==> src/sv/ctf_pkg.sv <==
// Types and constants of the complementary tilt filter.
// No dependencies.
`default_nettype none
package ctf_pkg;
  localparam int ANG_W = 26;
  localparam int CV_W = 40;
  localparam logic [1:0] REG_SHIFT = 2'd0;
  localparam logic [1:0] REG_GAIN = 2'd1;
  localparam logic [1:0] REG_WEIGHT = 2'd2;
  localparam logic signed [ANG_W-1:0] ANG_90 = 26'sd5898240;

  function automatic logic signed [ANG_W-1:0] atan_tab(input logic [4:0] i);
    logic signed [ANG_W-1:0] r;
    unique case (i)
      5'd0: r = 26'sd2949120;  5'd1: r = 26'sd1740967;  5'd2: r = 26'sd919879;
      5'd3: r = 26'sd466945;   5'd4: r = 26'sd234379;   5'd5: r = 26'sd117304;
      5'd6: r = 26'sd58666;    5'd7: r = 26'sd29335;    5'd8: r = 26'sd14668;
      5'd9: r = 26'sd7334;     5'd10: r = 26'sd3667;    5'd11: r = 26'sd1833;
      5'd12: r = 26'sd917;     5'd13: r = 26'sd458;     5'd14: r = 26'sd229;
      5'd15: r = 26'sd115;     5'd16: r = 26'sd57;      5'd17: r = 26'sd29;
      5'd18: r = 26'sd14;      5'd19: r = 26'sd7;       5'd20: r = 26'sd4;
      5'd21: r = 26'sd2;       5'd22: r = 26'sd1;       default: r = '0;
    endcase
    return r;
  endfunction
endpackage
`default_nettype wire

==> src/sv/ctf_cordic.sv <==
// One CORDIC lane: iterative vectoring atan2 in degrees Q16, one step a cycle.
// Depends on ctf_pkg.
`default_nettype none
module ctf_cordic import ctf_pkg::*; #(
  parameter int ITER = 16,
  parameter int IN_W = 34
) (
  input  wire                    clk,
  input  wire                    rst,
  input  wire                    start,
  input  wire signed [IN_W-1:0]  y_in,
  input  wire signed [IN_W-1:0]  x_in,
  output logic                   done,
  output logic signed [ANG_W-1:0] angle
);
  localparam int N = (ITER > 24) ? 24 : ITER;
  localparam int W = IN_W + 3;
  logic signed [W-1:0] x, y;
  logic [4:0] step;
  logic busy;
  logic signed [W-1:0] xe, ye, dx, dy;

  assign xe = W'(x_in);
  assign ye = W'(y_in);
  assign dx = y >>> step;
  assign dy = x >>> step;

  always_ff @(posedge clk) begin
    done <= 1'b0;
    if (rst) begin
      busy <= 1'b0;
      step <= '0;
    end else if (start) begin
      step <= '0;
      if (x_in == '0 && y_in == '0) begin
        busy <= 1'b0;
        done <= 1'b1;
        angle <= '0;
        x <= '0;
        y <= '0;
      end else begin
        busy <= 1'b1;
        if (x_in < 0) begin
          if (y_in >= 0) begin
            x <= ye; y <= -xe; angle <= ANG_90;
          end else begin
            x <= -ye; y <= xe; angle <= -ANG_90;
          end
        end else begin
          x <= xe; y <= ye; angle <= '0;
        end
      end
    end else if (busy) begin
      if (y > 0) begin
        x <= x + dx; y <= y - dy; angle <= angle + atan_tab(step);
      end else begin
        x <= x - dx; y <= y + dy; angle <= angle - atan_tab(step);
      end
      if (step == 5'(N - 1)) begin
        busy <= 1'b0;
        done <= 1'b1;
      end
      step <= step + 5'd1;
    end
  end
endmodule
`default_nettype wire

==> config.mk <==
export PLATFORM = sky130hd
export DESIGN_NAME = ctf_cordic
export DESIGN_NICKNAME = d
export VERILOG_FILES = /design/src/sv/ctf_pkg.sv /design/src/sv/ctf_cordic.sv
export SDC_FILE = /design/constraint.sdc
export NUM_CORES = 1
export LEC_CHECK = 0
export ABC_AREA = 1
export BUFFER_PORTS_ARGS = -buffer_cell sky130_fd_sc_hd__buf_2
export CAP_MARGIN = 40
export CORE_MARGIN = 2
export CORE_UTILIZATION = 45
export CTS_CLUSTER_SIZE = 10
export DETAILED_ROUTE_END_ITERATION = 8
export PLACE_DENSITY = 0.63
export SLEW_MARGIN = 25
export SYNTH_ARGS = -nofsm -noshare
export SYNTH_HDL_FRONTEND = slang
export SYNTH_SLANG_ARGS = --single-unit
==> constraint.sdc <==
create_clock -name clk -period 11.3 [get_ports clk]
set_input_delay 1.695 -clock clk [delete_from_list [all_inputs] [get_ports clk]]
set_output_delay 1.695 -clock clk [all_outputs]
set_load 0.02 [all_outputs]
# [Yosys cells after proc, flatten, opt, wreduce, memory -nomap -nowiden]
# Memories as Yosys holds them, arrays and structs flattened. A register that Yosys moved wholly into a read port is not among the register bits.
# Index checks and enable logic that the tools add are counted.
[classes] n_addsub=9 multipliers=0 div=0 n_lt_le_gt_ge=3 eq_ne=1 n_shift=2 mux=38 bitwise_logic=1 n_reduce_logical=6
[ops] operator="$mux 37" n=12
[ops] operator="$mux 26" n=14
[ops] operator="$add 37x37->37" n=2
[ops] operator="$neg 34->37" n=2
[ops] operator="$sshr 37x5->37" n=2
[ops] operator="$sub 37x37->37" n=2
[ops] operator="$logic_not 34->1" n=2
[ops] operator="$gt 37x1->1 const B" n=1
[ops] operator="$ge 34x1->1 const B" n=1
[ops] operator="$lt 34x1->1 const B" n=1
[ops] operator="$add 26x26->26" n=1
[ops] operator="$sub 26x26->26" n=1
[ops] operator="$mux 5" n=4
[ops] operator="$mux 1" n=8
[ops] operator="$add 5x1->5 const B" n=1
[ops] operator="$eq 5x4->1 const B" n=1
[ops] operator="$reduce_and 2->1" n=1
[ops] operator="$reduce_bool 2->1" n=1
[ops] operator="$reduce_or 2->1" n=1
[ops] operator="$logic_and 1x1->1" n=1
[ops] operator="$not 1->1" n=1
[totals] ff_bits=107 latch_bits=0 mem_bits_rw=0 rom_bits=1408 inputBits=71 out_inout_bits=27 wordCells=68 n_memories=2
[mem_list] memory="(no name shown)" words=32 word_bits=22 rd=1 rd_clocked_by_memory_dff=1 wr=0 line_no="ctf_pkg.sv:14" source="unique case (i)"
[mem_list] memory="(no name shown)" words=32 word_bits=22 rd=1 rd_clocked_by_memory_dff=1 wr=0 line_no="ctf_pkg.sv:14"

# [Depth between registers and ports, before layout]
[logic_depth] ltp_word=9 mapped_depth=36 depth_no_buf=34

# [Worst setup path before layout]
# Ideal clock, no wire load.
[synth_path] kind="input to register" from="input port start" to="register busy" setup_ps=91 arrival_time_ps=7747 required_time_ps=11209 path_slack_ps=3462 stages=6 path_buffers=2 path_cell_list="clkbuf_1 > clkinv_1 > clkbuf_1 > a21oi_1 > inv_1 > a21oi_1"
[synth_via] elab_chain_len=1
[synth_lines] item="from (decl)" line_no="ctf_cordic.sv:10" source="input wire start,"
[synth_lines] item="$mux 1" line_no="ctf_cordic.sv:33" source="end else if (start) begin"
[synth_lines] item="to (signal assigned)" line_no="ctf_cordic.sv:31" source="busy <= 1'b0;"
[synth_lines] item="to (signal assigned)" line_no="ctf_cordic.sv:36" source="busy <= 1'b0;"
[synth_lines] item="to (signal assigned)" line_no="ctf_cordic.sv:42" source="busy <= 1'b1;"
[synth_lines] item="to (decl)" line_no="ctf_cordic.sv:20" source="logic busy;"
# Every way passes these cells.
# A chain may end at the register's enable or synchronous reset.

# [Worst setup path after layout]
[layout_path] from="register step[0]" to="register y[29] (data pin)"
[layout_via] elab_chain_len=5 word_cells_on_any_way=6 cone_classes="add/sub (2); shift (1); mux (3)"
[layout_lines] item="from (decl)" line_no="ctf_cordic.sv:19" source="logic [4:0] step;"
[layout_lines] item="from (signal assigned)" line_no="ctf_cordic.sv:63" source="step <= step + 5'd1;"
[layout_lines] item="$sshr 37x5->37 (*)" line_no="ctf_cordic.sv:26" source="assign dy = x >>> step;"
[layout_lines] item="$add 37x37->37 or $sub 37x37->37 (tied branches)" line_no="ctf_cordic.sv:57, ctf_cordic.sv:55"
[layout_lines] item="$mux 37 (*)" line_no="ctf_cordic.sv:54" source="if (y > 0) begin"
[layout_lines] item="$mux 37 (*)" line_no="ctf_cordic.sv:53" source="end else if (busy) begin"
[layout_lines] item="$mux 37 (*)" line_no="ctf_cordic.sv:33"
[layout_lines] item="to (signal assigned)" line_no="ctf_cordic.sv:55" source="x <= x + dx; y <= y - dy; angle <= angle + atan_tab(step);"
[layout_lines] item="to (signal assigned)" line_no="ctf_cordic.sv:57" source="x <= x - dx; y <= y + dy; angle <= angle - atan_tab(step);"
[layout_lines] item="to (decl)" line_no="ctf_cordic.sv:18" source="logic signed [W-1:0] x, y;"
# Every way passes the cells marked *; elsewhere a longest branch is shown, timed or not. The select of a mux whose other input is x is not followed.

==> summary.txt <==
Yosys
  • Syn Inst Count: 3285
  • Count leader, synth: nand2_1
  • Synth cell count leaders: 904 x nand2_1, 466 x nand3_1, 294 x nor2_1
  • Mapped Area: between 15000 and 20000 um^2
  • Share of the synthesized area in the top cell type: between 15 and 20%
  • Synth area leader: nand2_1
  • Unique masters post-synth: 58
  • Synth Flop Type: edfxtp_1
  • Post-synthesis async set-or-reset flop share: 0%
  • Synth warn: 0
  • Post-synthesis sequential area ratio: 18.48%
  • Register bit count reported by yosys: between 100 and 150
  • Syn_nets: 3469
  • EDFF count, synth: 100
  • Synth top area cells: nand2_1 17%, edfxtp_1 15%, nand3_1 12%, ha_1 7.1%, o21ai_0 7.1%
  • Mean Syn Cell Area: roughly 5.9 um^2

Power and ir drop
  • Switching Fraction: between 50% and 60%
  • Combinational power share: 61.3%
  • PwrDens: approximately 160 nW/um^2
  • Net switching power: between 1.5 and 2 mW
  • Internal power: roughly 1.6 mW
  • Clock share of power: roughly 17%
  • Peak supply drop: between 0.1 and 0.15 mV
  • Static Leak: slightly below 10 nW
  • Sequential power share: roughly a fifth

Setup path
  • Worst Path Required: between 10 and 15 ns
  • CP endpoint kind: flip-flop
  • Worst Setup Path Type: reg -> reg
  • CP max FO: 64
  • Worst Path Arrival: ~6.3 ns
  • Worst Setup Start Kind: flip-flop
  • R2R setup slack: 5.20 ns

Clocking
  • CTS clk-pin slew, worst paths: approximately 0.070 ns
  • TritonCTS clock tree: yes
  • Post-cts resize count: 0
  • Clk Latency, worst-skew pair: 0.47 ns
  • H-tree levels: 4
  • Post-CTS setup buffer count: 0
  • Largest buffer count on any clock path: 2
  • Root Buffer: clkbuf_16
  • Cts hold-fix bufs: 0
  • CTS buffer count: 17
  • CTS sink cnt: about 130

STA
  • Final setup fails: 0
  • Rel. slew slack: 34.92%
  • Period utilization: 53.97%
  • Peak Freq: 164.0 MHz
  • RSZ-0062 raised after global routing: false
  • Skew final: approximately 0.014 ns
  • Slew @ Worst Pin: about 0.97 ns
  • Slew Viols, Final: 0
  • Crit path time final: a little over 6 ns
  • Final Hold Fails: 0
  • Post-Route Setup TNS: 0 ns

Drt
  • DR WL/cell: approximately 21 um
  • Drt first pass iters: 7
  • Vias: ~23000
  • WL final: between 80000 and 90000 um
  • Vias per cell: approximately 6
  • Drt first-iter violations: 2324
  • DRC: 0
  • Routed Antenna Nets: 0

Floorplan
  • Die height: between 200 and 250 um
  • Core Footprint: approximately 43000 um^2
  • Die area: 44770 um^2
  • FP Rows: 76
  • Starting Density: 45.32%
  • # IOs: 98
  • Die width: around 210 um

GRT
  • Global Route Usage Sum: 36.65%
  • Initial antenna violation count: 5
  • GRT Residual Overflow: 0
  • First-pass GRT wire length: about 130000 um
  • Vias in the first global route: 21540
  • Largest net degree at the start of global routing: slightly below 80

Placed design
  • HPWL Detailed: 66100 um
  • Port bufs: between 90 and 100
  • RePlAce Congestion: ~1
  • Placed cells: about 3800

Flow run
  • Max-cap violations: 0

Cells and area
  • Nets: roughly 3500
  • Layout cell share with drive strength beyond 1: approximately 8%
  • P&R area growth vs syn: 7.640%
  • Post-route insts no fill: a little under 4000

Min path
  • Hold Path Class: reg -> reg

Outcome
  • Status: finished, final reports clean
[metal layers]
metal | wire length [um] | share of wire (%) | global-route usage (%)
met1 | 34730 | 42 | 47.03
met2 | 37820 | 46 | 60.32
met3 | 6085 | 7.4 | 5.771
met4 | 4032 | 4.9 | 17.10
met5 | 27 | 0.033 | 0
[power by group through the flow]
stage / Clock (mW) / Sequential (mW) / Combinational (mW)
2_1_floorplan: 0 / 0.684 / 1.47
3_3_place_gp: 0 / 0.730 / 2.03
3_5_place_dp: 0 / 0.728 / 2.04
4_1_cts: 0.603 / 0.718 / 2.06
5_1_grt: 0.615 / 0.726 / 2.34
6_report: 0.597 / 0.726 / 2.10
[stage by stage]
stage | setup slack, ns | power (mW) | hold WS, ns | util, % | instance area (um^2)
global route | 4.763 | 3.678 | 0.6753 | 48.77 | 20870
CTS | 5.297 | 3.377 | 0.6143 | 48.66 | 20820
detailed placement | 5.319 | 2.769 | 0.6028 | 47.18 | 20190
finish | 5.201 | 3.420 | 0.6260 | 48.78 | 20870
global placement | 5.256 | 2.759 | 0.5950 | 46.94 | 20090
floorplan | 3.462 | 2.156 | 0.5556 | - | 19390
[logic make-up after synthesis]
logic type                 count (synthesis)  synth area share [%]
AOI/OAI and AO/OA                        628                 17.58
xor gates and xnor gates                 113                 5.104
DFF                                      129                 18.48
muxes                                     13                0.6710
and+or+nand+nor                         1858                 41.74
buffers and inverters                    431                 9.021
adders and majority gates                113                 7.407
[final cells by class]
type                    count  area, um^2
diodes                      2       5.005
clock buffers              19       475.5
clock inverters            13       153.9
fillers                  4601       21920
inverters                 296        1116
multi-input cells        2725       14070
flip-flops and latches    129        3588
well taps                 546       683.2
repair buffers            129       780.7
[path summary, 6_finish.rpt]
kind,start,to,cells after the start
worst min register to register,busy,step[0],2
worst max register to register,step[0],y[29],26
worst max-delay path,step[0],y[29],26
worst min-delay path,busy,step[0],2
[cells in the final DEF (no fill, tap or decap), drive strengths merged, types with 9 or more instances in the layout]
cell type / count
nand2: 921
nand3: 472
nor2: 310
inv: 302
o21ai: 293
a21oi: 239
buf: 128
ha: 110
edfxtp: 100
xor2: 86
nor3: 56
nand4: 32
or2: 30
dfxtp: 29
xnor2: 27
o211ai: 20
clkbuf: 20
nor4: 16
a31oi: 16
mux2i: 13
o22ai: 10
o221ai: 10
and2: 9
o21a: 9
[worst max-delay path, stage by stage (launching register included)]
cell,delay [ns]
dfxtp_2,0.59
buf_4,0.60
nand2_1,0.16
nand3_1,0.16
nand3_1,0.12
nand3_1,0.15
o21ai_0,0.13
or2_2,0.32
o21ai_1,0.17
inv_2,0.10
ha_1,0.20
nand3_1,0.10
nor2_2,0.07
nor2_1,0.16
xor2_1,0.11
ha_1,0.35
inv_1,0.07
o21bai_1,0.16
a21oi_1,0.10
o21ai_0,0.38
a21oi_1,0.23
o21ai_0,0.65
a21oi_1,0.20
o21ai_0,0.27
nand2_1,0.09
nand2_1,0.06
o21ai_0,0.07
No activity file was read; power rests on OpenSTA's default activity.
