### src/sv/ctf_pkg.sv
// Types and constants of the complementary tilt filter.
// No dependencies.
`default_nettype none
package ctf_pkg;
  localparam int ANG_W = 26;
  localparam int CV_W = 40;
  localparam logic [1:0] REG_SHIFT = 2'd0;
  localparam logic [1:0] REG_GAIN = 2'd1;
  localparam logic [1:0] REG_WEIGHT = 2'd2;
  localparam logic signed [ANG_W-1:0] ANG_90 = 26'sd5898240;

  function automatic logic signed [ANG_W-1:0] atan_tab(input logic [4:0] i);
    logic signed [ANG_W-1:0] r;
    unique case (i)
      5'd0: r = 26'sd2949120;  5'd1: r = 26'sd1740967;  5'd2: r = 26'sd919879;
      5'd3: r = 26'sd466945;   5'd4: r = 26'sd234379;   5'd5: r = 26'sd117304;
      5'd6: r = 26'sd58666;    5'd7: r = 26'sd29335;    5'd8: r = 26'sd14668;
      5'd9: r = 26'sd7334;     5'd10: r = 26'sd3667;    5'd11: r = 26'sd1833;
      5'd12: r = 26'sd917;     5'd13: r = 26'sd458;     5'd14: r = 26'sd229;
      5'd15: r = 26'sd115;     5'd16: r = 26'sd57;      5'd17: r = 26'sd29;
      5'd18: r = 26'sd14;      5'd19: r = 26'sd7;       5'd20: r = 26'sd4;
      5'd21: r = 26'sd2;       5'd22: r = 26'sd1;       default: r = '0;
    endcase
    return r;
  endfunction
endpackage
`default_nettype wire

### src/sv/ctf_merge.sv
// Merging stage: blends both lane angles into their estimates and computes energy.
// Depends on ctf_pkg.
`default_nettype none
module ctf_merge import ctf_pkg::*; #(
  parameter int FRAC = 16,
  parameter int S_W = 34
) (
  input  wire                     clk,
  input  wire                     rst,
  input  wire                     start,
  input  wire signed [S_W-1:0]    sx,
  input  wire signed [S_W-1:0]    sy,
  input  wire signed [S_W-1:0]    sz,
  input  wire signed [ANG_W-1:0]  pitch_acc,
  input  wire signed [ANG_W-1:0]  roll_acc,
  input  wire signed [15:0]       gyro_p,
  input  wire signed [15:0]       gyro_r,
  input  wire [23:0]              gain,
  input  wire [16:0]              weight,
  output logic                    done,
  output logic signed [24:0]      pitch_est,
  output logic signed [24:0]      roll_est,
  output logic [22:0]             energy
);
  localparam int G = (FRAC > 16) ? 16 : FRAC;
  localparam int ESH = 2 * G + 8;
  localparam int T_W = S_W - (FRAC - G);
  localparam logic [7:0] STAGES = 8'd13;
  logic [7:0] ph;
  logic busy;
  logic signed [T_W-1:0] tsel;
  logic signed [35:0] mul_a;
  logic signed [35:0] mul_b;
  logic signed [71:0] prod;
  logic signed [71:0] prod_q;
  logic [69:0] sum;
  logic [23:0] esum;
  logic [47:0] eprod;
  logic signed [42:0] tacc;
  logic signed [24:0] t_hi;
  logic [17:0] t_lo;
  logic signed [63:0] bacc;
  logic signed [63:0] rnd;
  logic [16:0] w;
  logic sel_roll;

  assign w = (weight > 17'd65536) ? 17'd65536 : weight;
  assign rnd = (bacc + 64'(prod_q <<< 8) + 64'sd8388608) >>> 24;
  assign t_hi = tacc[42:18];
  assign t_lo = tacc[17:0];

  // The shifted sum is below 2^25, so a reciprocal multiply divides it by three exactly.
  assign esum = 24'(sum >> ESH);
  assign eprod = {24'd0, esum} * 48'd11184811;

  always_comb begin
    unique case (ph[1:0])
      2'd0: tsel = T_W'(sx >>> (FRAC - G));
      2'd1: tsel = T_W'(sy >>> (FRAC - G));
      default: tsel = T_W'(sz >>> (FRAC - G));
    endcase
  end

  // Phases 0-2 square the axes, 3-7 blend pitch and 8-12 blend roll.
  always_comb begin
    mul_a = '0;
    mul_b = '0;
    unique case (ph)
      8'd0, 8'd1, 8'd2: begin mul_a = 36'(tsel); mul_b = 36'(tsel); end
      8'd3: begin mul_a = 36'(gyro_p); mul_b = 36'($signed({1'b0, gain})); end
      8'd5, 8'd10: begin mul_a = 36'(t_hi); mul_b = 36'($signed({1'b0, w})); end
      8'd6, 8'd11: begin
        mul_a = 36'($signed({1'b0, t_lo})); mul_b = 36'($signed({1'b0, w}));
      end
      8'd7: begin
        mul_a = 36'(pitch_acc); mul_b = 36'($signed(18'(65536) - {1'b0, w}));
      end
      8'd8: begin mul_a = 36'(gyro_r); mul_b = 36'($signed({1'b0, gain})); end
      8'd12: begin
        mul_a = 36'(roll_acc); mul_b = 36'($signed(18'(65536) - {1'b0, w}));
      end
      default: ;
    endcase
  end
  assign prod = mul_a * mul_b;
  assign sel_roll = (ph >= 8'd8);

  always_ff @(posedge clk) begin
    done <= 1'b0;
    prod_q <= prod;
    if (rst) begin
      busy <= 1'b0;
      ph <= '0;
      pitch_est <= '0;
      roll_est <= '0;
    end else if (start) begin
      busy <= 1'b1;
      ph <= '0;
      sum <= '0;
    end else if (busy) begin
      ph <= ph + 8'd1;
      if (ph >= 8'd1 && ph <= 8'd3) sum <= sum + 70'(prod_q);
      if (ph == 8'd4)
        energy <= (eprod[47:25] > 23'd4194304) ? 23'd4194304 : eprod[47:25];
      if (ph == 8'd4 || ph == 8'd9)
        tacc <= 43'((sel_roll ? 43'(roll_est) : 43'(pitch_est)) <<< 8) + 43'(prod_q);
      if (ph == 8'd6 || ph == 8'd11) bacc <= 64'(prod_q) <<< 18;
      if (ph == 8'd7 || ph == 8'd12) bacc <= bacc + 64'(prod_q);
      if (ph == 8'd8 || ph == 8'd13) begin
        if (rnd > 64'sd16777215) begin
          if (ph == 8'd8) pitch_est <= 25'sd16777215; else roll_est <= 25'sd16777215;
        end else if (rnd < -64'sd16777216) begin
          if (ph == 8'd8) pitch_est <= -25'sd16777216; else roll_est <= -25'sd16777216;
        end else begin
          if (ph == 8'd8) pitch_est <= 25'(rnd);
          else roll_est <= 25'(rnd);
        end
      end
      if (ph == STAGES) begin
        busy <= 1'b0;
        done <= 1'b1;
      end
    end
  end
endmodule
`default_nettype wire

### config.mk
export PLATFORM = sky130hd
export DESIGN_NAME = ctf_merge
export DESIGN_NICKNAME = d
export VERILOG_FILES = /design/src/sv/ctf_pkg.sv /design/src/sv/ctf_merge.sv
export SDC_FILE = /design/constraint.sdc
export NUM_CORES = 2
export LEC_CHECK = 0
export ABC_AREA = 1
export BUFFER_PORTS_ARGS = -buffer_cell sky130_fd_sc_hd__buf_2
export CELL_PAD_IN_SITES_DETAIL_PLACEMENT = 0
export CELL_PAD_IN_SITES_GLOBAL_PLACEMENT = 1
export CORE_ASPECT_RATIO = 0.6
export CORE_MARGIN = 3
export CORE_UTILIZATION = 49
export DETAILED_ROUTE_END_ITERATION = 12
export HOLD_SLACK_MARGIN = 0.08
export PLACE_DENSITY_LB_ADDON = 0.1
export SYNTH_ARGS = -nofsm -noshare
export SYNTH_HDL_FRONTEND = slang
export SYNTH_SLANG_ARGS = --single-unit
export TNS_END_PERCENT = 30
### constraint.sdc
create_clock -name clk -period 12.03 [get_ports clk]
set_clock_uncertainty 0.2 [all_clocks]
set_input_delay 2.406 -clock clk [delete_from_list [all_inputs] [get_ports clk]]
set_output_delay 2.406 -clock clk [all_outputs]
set_load 0.01 [all_outputs]
Word-level counts from Yosys, hierarchy flattened --
Index checks and enable logic that the tools add are counted.
Cells by class: equal/unequal tests 14, divide/modulo/power cells 0, reductions and logical operators 24, add/sub/neg operators 7, multiply operators 2, bitwise operators 4, shift operators 0, order comparisons 7, multiplexer cells 23
Operators by type and width (number):
- 36-bit case mux with 7 select lines | 1
- 25-bit two-way mux | 10
- 36-bit case mux with 4 select lines | 1
- 70-bit two-way mux | 2
- 64-bit adder | 2
- 64-bit two-way mux | 2
- 70-bit adder | 1
- 36-bit by 36-bit multiplier with 70-bit output | 1
- 34-bit case mux with 2 select lines | 1
- 64-bit by 25-bit adder with 64-bit output, second input constant | 1
- 8-bit by 4-bit equality test with 1-bit output, second input constant | 6
- 24-bit by 24-bit multiplier with 48-bit output, second input constant | 1
- 43-bit adder | 1
- 40-bit by 25-bit greater-than comparator with 1-bit output, second input constant | 1
- 40-bit by 25-bit less-than comparator with 1-bit output, second input constant | 1
- 35-bit two-way mux | 1
- 8-bit by 3-bit equality test with 1-bit output, second input constant | 4
- 23-bit greater-than comparator, second input constant | 1
- 4-bit AND reduction | 5
- 17-bit by 17-bit subtractor with 18-bit output, first input constant | 1
- 17-bit greater-than comparator, second input constant | 1
- 17-bit two-way mux | 1
- 8-bit by 2-bit equality test with 1-bit output, second input constant | 2
- 2-bit OR reduction | 5
- 16 further kinds | 28
Storage, ports and cells: output and inout port bits 74, bits in writable memories 0, memories 0, memory bits (read-only) 0, word-level logic and storage cells 91, bits of input ports 230, register bits 330, latch bits 0

Depth between registers and ports, before layout --
depth after elaboration 5, depth in mapped cells 51, gate-level depth less buffers 49

Least setup slack after synthesis --
Ideal clock, no wire load.
path type in2reg, from input weight[12], to register prod_q[63], setup time 112 ps, path buffers 2, stages on the path 35, data arrival time 10317 ps, setup slack 1401 ps, required time 11718 ps, cell sequence nor4_2 -> nand3_2 -> nand2_4 -> buf_2 -> nand2_1 -> ha_1 -> inv_1 -> nor2_1 -> nand2_1 -> o211ai_1 -> nand2_1 -> buf_2 -> nand2_1 -> fa_1 -> inv_1 -> fa_1 -> fa_1 -> inv_1 -> fa_1 -> inv_1 -> fa_1 -> fa_1 -> fa_1 -> fa_1 -> ha_1 -> a21oi_1 -> o21ai_0 -> inv_1 -> nor2_1 -> a211oi_1 -> o211ai_1 -> a21oi_1 -> inv_1 -> nand2_1 -> nand2_1
Between the ends: word-level cells in the longest chain between the ends 5
RTL lines:
- from (decl) | RTL line ctf_merge.sv:19 | input wire [16:0] weight,
- 17-bit greater-than comparator | RTL line ctf_merge.sv:47 | assign w = (weight > 17'd65536) ? 17'd65536 : weight;
- 17-bit two-way mux (*) | RTL line ctf_merge.sv:47
- 17-bit by 17-bit subtractor with 18-bit output | RTL line ctf_merge.sv:76, ctf_merge.sv:80
- 36-bit case mux with 4 select lines (*) | RTL line ctf_merge.sv:68 | unique case (ph)
- 36-bit by 36-bit multiplier with 70-bit output (*) | RTL line ctf_merge.sv:85 | assign prod = mul_a * mul_b;
- via prod[63] | RTL line ctf_merge.sv:34 | logic signed [71:0] prod;
- to (signal assigned) | RTL line ctf_merge.sv:90 | prod_q <= prod;
- to (decl) | RTL line ctf_merge.sv:35 | logic signed [71:0] prod_q;
Mark *: on every way through the listed nets, which the timed path passes. The rest lies on a longest branch. A chain may end at the register's enable or synchronous reset.

Worst setup path in the final report --
from input weight[2], to register prod_q[49]
Same word-level chain as after synthesis.

==> metrics <==
synthesized flop and latch total 318; total track usage 38.0%; Worst Hold End ph[6]$_SDFFE_PN0P_; Clock Tree Buf Depth 3; cell count after synthesis 10600; register area share after synthesis 10.1%; Layout Nets 13300; DRT Wirelength 328 mm; fill count 16200; vias in the first global route 72300; H-tree depth 2; drt wl/cell 25.0 um; DRC errors left 0; crit-path max FO 15; Yosys top cell by area fa_1; async set-or-reset flop fraction in the synthesized netlist 0%; Inst Count DP 13000; storage element area 0.00831 sq mm; CP Launch Type input pin; global-route wire length before repair 483 mm; iteration count of the initial detailed-routing pass 8; critical path class input pin to flip-flop; Worst Max-Slew Pin Slew 1.35 ns; GR Overflow Total 0; setup violators final 0; initial antenna violation count 11; Multi-input gate area 0.0627 sq mm; Core Region 0.165 sq mm; starting density of the core 49.7%; status completed; cts hold-fix bufs 0; share of layout cells above drive strength 1 7.14%; Post-Route Utilization 53.4%; Die Height 323 um; r2r endpoint prod_q[63]$_DFF_P_; CTS Sinks 318; Synth Area per Inst 7.76 sq um; port buffer count 303; initial drt markers 9300; Routed Antenna Nets 0; r2r setup slk 0.84 ns; Slew headroom 9.88%; nature of the critical path endpoint flip-flop; reg2reg start ph[0]$_SDFFE_PN0P_; cell area after synthesis 0.0821 sq mm; Hold Crit Depth 2; Most used DFF post-synth edfxtp_1; Hold Crit Class flip-flop to flip-flop; Top delay family on crit path adder cells; worst path required time 12.29 ns; clk_lat worst skew 0.63 ns; DR vias 73300; CP arrival 11.81 ns; f_max 0.0866 GHz; Hold Path Origin ph[6]$_SDFFE_PN0P_; routability cong. 1.04; reg2reg path depth 34; clock-pin slew on the worst setup and hold paths 0.07 ns; cell row count 115; max-cap violation count 0; post-synth cell types 75; clock root cell clkbuf_16; die area 0.173 sq mm; CTS tree done; hold slack 0.306 ns; number of buffers created by CTS 40; P&R area growth vs syn 7.44%; cell repeated most along the worst path fa_1; largest cells by area after synthesis fa_1, inv_1, ha_1, nand2_1, edfxtp_1; die width 534 um; syn_nets 13000; fin. max-slew vios 0; hpwl dp 281 mm; Non-Filler Instances 13100; Buf/Inv on CP 11; RSZ-0062 raised after global routing no; fin crit period 11.54 ns; top-area cell type share of the netlist area 35.5%; Vias/cell 5.59; yosys warns 0; pin count of the biggest net entering global routing 65; CP max stage delay 0.61 ns; Final period util 96.0%; CP max stage cell fa_1; Post-synth EDFFs 194; I/O pin total 304; Hold Fails Final Rpt 0
[state kept, by name (all words and copies together), names as in the netlist]
register / count
bacc: 64
busy: 1
done: 1
energy: 23
ph: 8
pitch_est: 25
prod_q: 64
roll_est: 25
sum: 64
tacc: 43
[per-stage QoR]
step / worst slack, ns / cell area, sq um / setup TNS [ns]
after floorplan: 1.40 / 82100 / 0
after global placement: -0.0818 / 86700 / -0.255
after detailed placement: 0.0331 / 86700 / 0
after CTS: 0.660 / 88100 / 0
after global routing: 0.0207 / 88200 / 0
final: 0.485 / 88200 / 0
[synthesized netlist by cell type (all sizes together), types with 39 or more instances]
| master | number |
|---|---|
| inv | 2614 |
| nand2 | 2334 |
| fa | 1454 |
| nor2 | 908 |
| ha | 738 |
| a21oi | 610 |
| o21ai | 332 |
| nand3 | 270 |
| edfxtp | 194 |
| buf | 190 |
| dfxtp | 124 |
| xor2 | 108 |
| clkbuf | 95 |
| a31oi | 85 |
| xnor2 | 69 |
| nand4 | 63 |
| nor3 | 55 |
| a221oi | 39 |
[routing by layer]
layer | wire length, um | part of all wire [%] | vias to the layer above | GRT usage, %
li1 | - | - | 32600 | -
met1 | 150000 | 46 | 36100 | 58.8
met2 | 119000 | 36 | 4226 | 48.4
met3 | 51800 | 16 | 358 | 16.6
met4 | 7240 | 2.2 | 11 | 7.02
met5 | 144 | 0.044 | - | 0.403
[tightest hold or removal path: cells and delay by family, from the launching register on]
family | cells | cell delay, ns
flops | 1 | 0.32
compound gates | 1 | 0.06
buf+inv | 1 | 0.07
[cells by family (layout without fill, tap and decap cells)]
| group | count (synthesis) | in the layout | synth area share (%) |
|---|---|---|---|
| flops | 318 | 318 | 10.1 |
| mux | 1 | 1 | 0.0137 |
| xor+xnor | 177 | 177 | 1.89 |
| other cells | 0 | 8 | 0 |
| buf+inv | 2903 | 3196 | 13.7 |
| fa+ha+maj | 2192 | 2192 | 46.7 |
| compound gates | 1286 | 1287 | 9.03 |
| simple gates | 3707 | 3707 | 18.5 |
[area by class of cell]
class,instances,area share [%]
Clock inverter,24,0.357
Clock buffer,49,1.27
Inverter,2618,11.1
Multi-Input combinational cell,7364,71.0
Antenna cell,8,0.0227
Tap cell,2223,3.15
Timing Repair Buffer,505,3.61
Sequential cell,318,9.42
[how the worst max path moves through the flow]
stage | end | from | slack, ns | cells past startpoint
after floorplan | prod_q[63]$_DFF_P_ | weight[12] | 1.40 | 35
after global placement | prod_q[58]$_DFF_P_ | weight[2] | -0.08 | 44
after detailed placement | prod_q[60]$_DFF_P_ | weight[2] | 0.03 | 42
after CTS | prod_q[60]$_DFF_P_ | weight[2] | 0.66 | 42
after global routing | prod_q[60]$_DFF_P_ | weight[2] | 0.02 | 48
final | prod_q[49]$_DFF_P_ | weight[2] | 0.49 | 43
[repair_timing]
action,in CTS,in global routing
endpoints found under the setup margin,0,2
buffers inserted,0,4
resized for setup,0,1
[cell usage in the layout, fill, tap and decap left out, drive strengths merged, types with 30 or more instances in the layout]
master and count:
o21a 35, dfxtp 124, clkbuf 49, fa 1454
o21bai 35, a21o 30, nor2 908, a21boi 35
nor3 55, xor2 108, edfxtp 194, a31oi 85
buf 505, nand2 2334, nand3 270, a21oi 610
inv 2619, nand4 63, xnor2 69, a221oi 39
ha 738, o21ai 332
Power is not shown: default switching activity piles up to over one toggle a cycle in this logic, so the estimate is an artifact.
